==> config.mk <==
export PLATFORM = sky130hd
export DESIGN_NAME = ibb_raster
export DESIGN_NICKNAME = d
export VERILOG_FILES = /design/src/design/image_block_binning_assert.svh /design/src/design/ibb_pkg.sv /design/src/design/ibb_raster.sv
export SDC_FILE = /design/constraint.sdc
export NUM_CORES = 1
export LEC_CHECK = 0
export BUFFER_PORTS_ARGS = -buffer_cell sky130_fd_sc_hd__clkbuf_2
export CAP_MARGIN = 20
export CORE_MARGIN = 2
export CORE_UTILIZATION = 65
export CTS_CLUSTER_SIZE = 25
export DETAILED_ROUTE_END_ITERATION = 10
export GPL_ROUTABILITY_DRIVEN = 0
export PLACE_DENSITY = 0.93
export SLEW_MARGIN = 20
export SYNTH_ARGS = -nofsm -noshare
export SYNTH_HDL_FRONTEND = slang
export SYNTH_SLANG_ARGS = --single-unit
==> constraint.sdc <==
create_clock -name clk -period 9.8 [get_ports clk]
set_input_delay 1.96 -clock clk [delete_from_list [all_inputs] [get_ports clk]]
set_output_delay 1.96 -clock clk [all_outputs]
set_load 0.005 [all_outputs]
==> src/design/image_block_binning_assert.svh <==
// assertion helpers, sampled on clk, quiet while arst_n is low
`ifndef IMAGE_BLOCK_BINNING_ASSERT_SVH
`define IMAGE_BLOCK_BINNING_ASSERT_SVH

// same-cycle implication
`define IBB_ASSERT_NOW(label, ante, cons, msg) \
	label: assert property (@(posedge clk) disable iff (!arst_n) (ante) |-> (cons)) \
		else $error(msg);

// next-cycle implication
`define IBB_ASSERT_NEXT(label, ante, cons, msg) \
	label: assert property (@(posedge clk) disable iff (!arst_n) (ante) |=> (cons)) \
		else $error(msg);

`endif

==> src/design/ibb_pkg.sv <==
package ibb_pkg;

	localparam int MAX_WIDTH  = 4096;
	localparam int MAX_SCALE  = 8;
	localparam int PIXEL_BITS = 16;
	localparam int MAX_HEIGHT = 4096;

	localparam int SUM_W   = 22;
	localparam int ACC_W   = 19;
	localparam int CNT_W   = 12;
	localparam int DIM_W   = 13;
	localparam int SCALE_W = 4;
	localparam int SUB_W   = 3;
	localparam int IDX_W   = 2;

	typedef enum logic [IDX_W-1:0] {
		REG_BIN_SCALE    = 2'd0,
		REG_IMAGE_WIDTH  = 2'd1,
		REG_IMAGE_HEIGHT = 2'd2
	} reg_idx_t;

	// position of the current pixel within the frame and its block
	typedef struct packed {
		logic             in_block;
		logic             sub_col_zero;
		logic             col_last;
		logic             sub_row_zero;
		logic             sub_row_last;
		logic [CNT_W-1:0] addr;
		logic             row_end;
		logic             frame_end;
	} pos_t;

	function automatic logic [DIM_W-1:0] clamp_cfg(input logic [DIM_W-1:0] v,
			input logic [DIM_W-1:0] hi);
		logic [DIM_W-1:0] r;
		if (v == '0) begin
			r = DIM_W'(1);
		end else if (v > hi) begin
			r = hi;
		end else begin
			r = v;
		end
		return r;
	endfunction

endpackage

==> src/design/ibb_raster.sv <==
module ibb_raster (
	input  logic                          clk,
	input  logic                          arst_n,
	input  logic                          restart,
	input  logic                          step,
	input  logic [ibb_pkg::SCALE_W-1:0]   scale,
	input  logic [ibb_pkg::DIM_W-1:0]     width,
	input  logic [ibb_pkg::DIM_W-1:0]     height,
	output ibb_pkg::pos_t                 pos
);

	logic [ibb_pkg::CNT_W-1:0] col_q, row_q, blk_q;
	logic [ibb_pkg::SUB_W-1:0] sub_col_q, sub_row_q;
	logic [ibb_pkg::SUB_W-1:0] s_m1;
	logic [ibb_pkg::DIM_W-1:0] col_w, row_w, scale_w;
	logic                      fit_col, fit_row, last_col, last_row;

	always_comb begin
		s_m1    = ibb_pkg::SUB_W'(scale - ibb_pkg::SCALE_W'(1));
		col_w   = {1'b0, col_q};
		row_w   = {1'b0, row_q};
		scale_w = ibb_pkg::DIM_W'(scale);
		// block start plus scale must not pass the image edge
		fit_col  = (col_w - ibb_pkg::DIM_W'(sub_col_q) + scale_w) <= width;
		fit_row  = (row_w - ibb_pkg::DIM_W'(sub_row_q) + scale_w) <= height;
		last_col = col_w >= (width - ibb_pkg::DIM_W'(1));
		last_row = row_w >= (height - ibb_pkg::DIM_W'(1));

		pos.in_block     = fit_col && fit_row;
		pos.sub_col_zero = sub_col_q == '0;
		pos.col_last     = sub_col_q >= s_m1;
		pos.sub_row_zero = sub_row_q == '0;
		pos.sub_row_last = sub_row_q >= s_m1;
		pos.addr         = blk_q;
		pos.row_end      = (col_w + ibb_pkg::DIM_W'(1) + scale_w) > width;
		pos.frame_end    = pos.row_end && ((row_w + ibb_pkg::DIM_W'(1) + scale_w) > height);
	end

	always_ff @(posedge clk or negedge arst_n) begin
		if (!arst_n) begin
			col_q     <= '0;
			row_q     <= '0;
			blk_q     <= '0;
			sub_col_q <= '0;
			sub_row_q <= '0;
		end else if (restart) begin
			col_q     <= '0;
			row_q     <= '0;
			blk_q     <= '0;
			sub_col_q <= '0;
			sub_row_q <= '0;
		end else if (step) begin
			if (last_col) begin
				col_q     <= '0;
				blk_q     <= '0;
				sub_col_q <= '0;
				if (last_row) begin
					row_q     <= '0;
					sub_row_q <= '0;
				end else begin
					row_q     <= row_q + ibb_pkg::CNT_W'(1);
					sub_row_q <= pos.sub_row_last ? '0 : sub_row_q + ibb_pkg::SUB_W'(1);
				end
			end else begin
				col_q <= col_q + ibb_pkg::CNT_W'(1);
				if (pos.col_last) begin
					sub_col_q <= '0;
					blk_q     <= blk_q + ibb_pkg::CNT_W'(1);
				end else begin
					sub_col_q <= sub_col_q + ibb_pkg::SUB_W'(1);
				end
			end
		end
	end

endmodule
* After elaboration in Yosys (flattened, before gate mapping)
Cells that the tools add are included.
** Word-level totals
- Register bits :: 42
- Input port bits :: 34
- Logic and storage cells :: 58
** Operators by class
- Mux-type cells :: 20
- $lt $le $gt $ge :: 8
- Reductions and logical operators :: 9
- $add $sub $neg :: 16
** Operators with widths (count)
- $mux W12 :: 11
- $add A13 B4 Y13 :: 4
- $add A12 B1 Y12 const B :: 3
- $mux W3 :: 9
- $add A12 B1 Y13 const B :: 2
- $ge A12 B13 Y1 :: 2
- $gt A13 B13 Y1 :: 2
- $le A13 B13 Y1 :: 2
- $sub A12 B3 Y13 :: 2
- $sub A13 B1 Y13 const B :: 2
- $add A3 B1 Y3 const B :: 2
- $ge A3 B3 Y1 :: 2
- $logic_not A3 Y1 :: 2
- $reduce_and A2 Y1 :: 2
- $reduce_bool A2 Y1 :: 2
- $reduce_bool A3 Y1 :: 1
- $sub A3 B1 Y3 const B :: 1
- $logic_and A1 B1 Y1 :: 2

* Longest topological paths before layout
- Depth in word-level cells :: 7
- Gate-level depth with buffers :: 18

* Worst setup path after synthesis
No wires, ideal clock.
- Kind :: input to output
- Start :: input port scale[1] in the netlist's numbering
- End :: output port pos[18] in the netlist's numbering
- Arrival :: 5.472 ns
- Data required time :: 7.840 ns
- Cell stages on the path :: 16
- Path buffers :: 0
- Slack :: 2.368 ns
- Path through :: inv_1 > fa_1 > inv_1 > ha_1 > a211oi_1 > nor2_1 > or2_2 > or3_1 > a21oi_1 > xnor2_1 > ha_1 > and4_1 > a2111oi_0 > o211ai_1 > a221oi_1 > a2bb2oi_1
** RTL lines
- start: declaration :: RTL line ibb_raster.sv:6 : input logic [ibb_pkg::SCALE_W-1:0] scale,
- end: declaration :: RTL line ibb_raster.sv:9 : output ibb_pkg::pos_t pos

==> impl_metrics.env <==
export IMPL_criticalPathCategory="input pin to output port"
export IMPL_drv_cap=0
export IMPL_r2r_cells=9
export IMPL_synth_top_cell_area_share_pct=27.8
export IMPL_cp_max_fo=5
export IMPL_rows=36
export IMPL_hp_start="blk_q[11]"
export IMPL_syn_area_per_cell_um2=8.38
export IMPL_cts_num_sinks=42
export IMPL_core_area_mm2=0.00968
export IMPL_drt_pass1_iterations=5
export IMPL_hold_path_class="flip-flop to flip-flop"
export IMPL_synth_nets=948
export IMPL_grt_busiest_layer="met2"
export IMPL_final_hold_viol_count=0
export IMPL_p_leak_uw=0.00354
export IMPL_drv_slew=0
export IMPL_grt_usage_pct=31.9
export IMPL_status="finished, final reports clean"
export IMPL_min_period_ns=8.12
export IMPL_multi_input_area_mm2=0.00496
export IMPL_clkLatencyLatePin_ns=0.32
export IMPL_area_delta_synth_final_pct=8.39
export IMPL_met3_usage_pct=4.50
export IMPL_routed_via_density=6.19
export IMPL_numCtsBuffers=5
export IMPL_crit_arrival_ns=6.16
export IMPL_setup_slack_ns=1.68
export IMPL_grt_pass1_vias=5774
export IMPL_num_vias=5878
export IMPL_cpLargestDelayFamily="compound AO/OA/AOI/OAI gates"
export IMPL_grt_max_degree=43
export IMPL_drt_iter0_drc=279
export IMPL_cp_required_ns=7.84
export IMPL_start_util_pct=66.1
export IMPL_crit_chain="clkbuf_2, inv_1, fa_1, inv_1, ha_1, a211oi_1, nor2_1, or2_2, or3_1, a21oi_1, xnor2_1, ha_1, and4_1, a2111oi_0, o211ai_1, a221oi_1, a2bb2oi_1, clkbuf_2"
export IMPL_fillers=695
export IMPL_synth_area_leader_cell="ha_1"
export IMPL_post_route_period_util_pct=82.9
export IMPL_cts_resized=0
export IMPL_use_met1_pct=40.2
export IMPL_grt_ovfl_total=0
export IMPL_worst_r2r_endpoint="row_q[0]"
export IMPL_crit_reg2reg_launch="col_q[0]"
export IMPL_grt_first_pass_wirelength_um=26900
export IMPL_crit_buf_inv=4
export IMPL_yosysSeqAreaShare_pct=16.4
export IMPL_ys_types=60
export IMPL_hold_path_cell_count=1
export IMPL_synth_flop_cell="dfrtp_1"
export IMPL_syn_area_mm2=0.00640
export IMPL_drc_errors=0
export IMPL_min_to="blk_q[11]"
export IMPL_path_clk_slew_ns=0.08
export IMPL_finalSetupViolations=0
export IMPL_async_reset_ff_share_pct=100
export IMPL_cts_max_level=2
export IMPL_setup_tns_ns=0
export IMPL_die_height_um=103
export IMPL_grt_setup_unrepaired="no"
export IMPL_drive_above_1_share_pct=9.91
export IMPL_synth_cells=764
export IMPL_portBuffers=52
export IMPL_grt_antenna_before_repair=0
export IMPL_cts_buffer_depth=2
export IMPL_most_common_layout_cells="ha_1, inv_1, xnor2_1"
export IMPL_final_nets=1000
export IMPL_wl_per_cell_um=16.9
export IMPL_slew_headroom_pct=38.9
export IMPL_max_freq_mhz=123
export IMPL_antennaDiodeCount=0
export IMPL_slowest_stage="fa_1"
export IMPL_dieWidth_um=103
export IMPL_reg2reg_slack_ns=6.67
export IMPL_die_area_mm2=0.0107
export IMPL_ant_nets=0
export IMPL_synth_area_leaders="ha_1, dfrtp_1, xnor2_1, inv_1, nor2_1"
export IMPL_worst_pin_slew_ns=0.913
export IMPL_mostFrequentLayoutCell="ha_1"
export IMPL_io_pins=53
export IMPL_drt_total_wl_um=16100
export IMPL_cts_root_buf="clkbuf_8"
export IMPL_ctsHoldBuffers=0
export IMPL_regArea_mm2=0.00105
export IMPL_slowest_delay_ns=0.57
export IMPL_cp_start_kind="input pin"
export IMPL_postCtsSetupRepairBufs=0
export IMPL_cts_tree="built"
export IMPL_fin_skew_ns=0.0211
export IMPL_vdd_drop_max_mv=0.109
export IMPL_synth_warnings=0
export IMPL_globalRouteMet2Util_pct=55.0
export IMPL_endpoint_kind="output port"
export IMPL_hpwl_um=12700
export IMPL_synth_edf_count=0
export IMPL_ys_ff_latch=42
export IMPL_post_place_ws_ns=1.75
export IMPL_p_per_area_mw_per_mm2=163
-- kinds of logic after synthesis --
kind of cell               after synthesis  synth area share, %
DFF                                     42                 16.4
and+or+nand+nor                        225                 18.8
buffers and inverters                  100                 6.00
AOI/OAI and AO/OA                      176                 18.7
muxes                                    1                0.176
xor gates and xnor gates                70                 9.58
adders and majority gates              150                 30.3
-- registers in the layout, summed over array words and instances (netlist names) --
| signal | cells |
|---|---|
| row_q | 12 |
| col_q | 12 |
| sub_col_q | 3 |
| blk_q | 12 |
| sub_row_q | 3 |
-- stage by stage --
step	std cells	hold WS (ns)	total power, µW	utilization (%)	area [µm²]
floorplan	764	0.486	752	-	6400
global placement	942	0.513	895	70.2	6800
detailed placement	942	0.529	932	70.2	6800
CTS	950	0.547	1120	71.6	6940
global route	950	0.562	1230	71.6	6940
finish	950	0.552	1130	71.6	6940
-- cell type report --
cell class,instances,area share [%]
Clock buffer,5,0.992
Sequential cell,42,15.2
Multi-Input combinational cell,622,71.6
Clock inverter,3,0.992
Timing Repair Buffer,54,3.97
Inverter,91,4.92
Tap cell,133,2.40
-- report_power, final --
group          total (µW)  switching, µW  internal (µW)
Clock                 176           73.5            102
Sequential            231           36.7            194
Combinational         724            396            328
-- routing by layer --
metal,vias to the layer above,wire length [µm]
li1,2823,-
met1,2753,6800
met2,237,7610
met3,65,1020
met4,0,658
met5,-,0
-- Yosys cell counts (all sizes together) (6+ instances only) --
cell and count:
o21a 13, and3 13, o21bai 7, a21oi 30
o21ai 48, nand4 13, a211oi 6, xor2 6
nor3 10, xnor2 64, nor4 7, inv 91
dfrtp 42, nor2b 21, nand2b 10, ha 142
clkbuf 6, nor2 59, nand3 25, nand2 34
a21o 16, a22o 19, fa 8, and2 10
and4 7
-- worst max path at each step --
stage	startpoint	end	slack [ns]	cells after the start
4_1_cts	scale[1]	pos[18]	1.74	18
2_1_floorplan	scale[1]	pos[18]	2.37	16
3_5_place_dp	scale[1]	pos[18]	1.75	18
5_1_grt	scale[1]	pos[18]	1.41	18
3_3_place_gp	scale[1]	pos[18]	1.90	18
6_report	scale[1]	pos[18]	1.68	18
-- worst register-to-register path: stages, from the launching register on --
cell and delay, ns:
dfrtp_1 0.41, inv_1 0.13, ha_1 0.29, nor2b_1 0.04, o21ai_0 0.20, a221oi_1 0.12, o211ai_1 0.53, o21ai_2 0.25
nor2_1 0.77, mux2_2 0.31
Note: power is estimated with default switching activity, not from simulation.
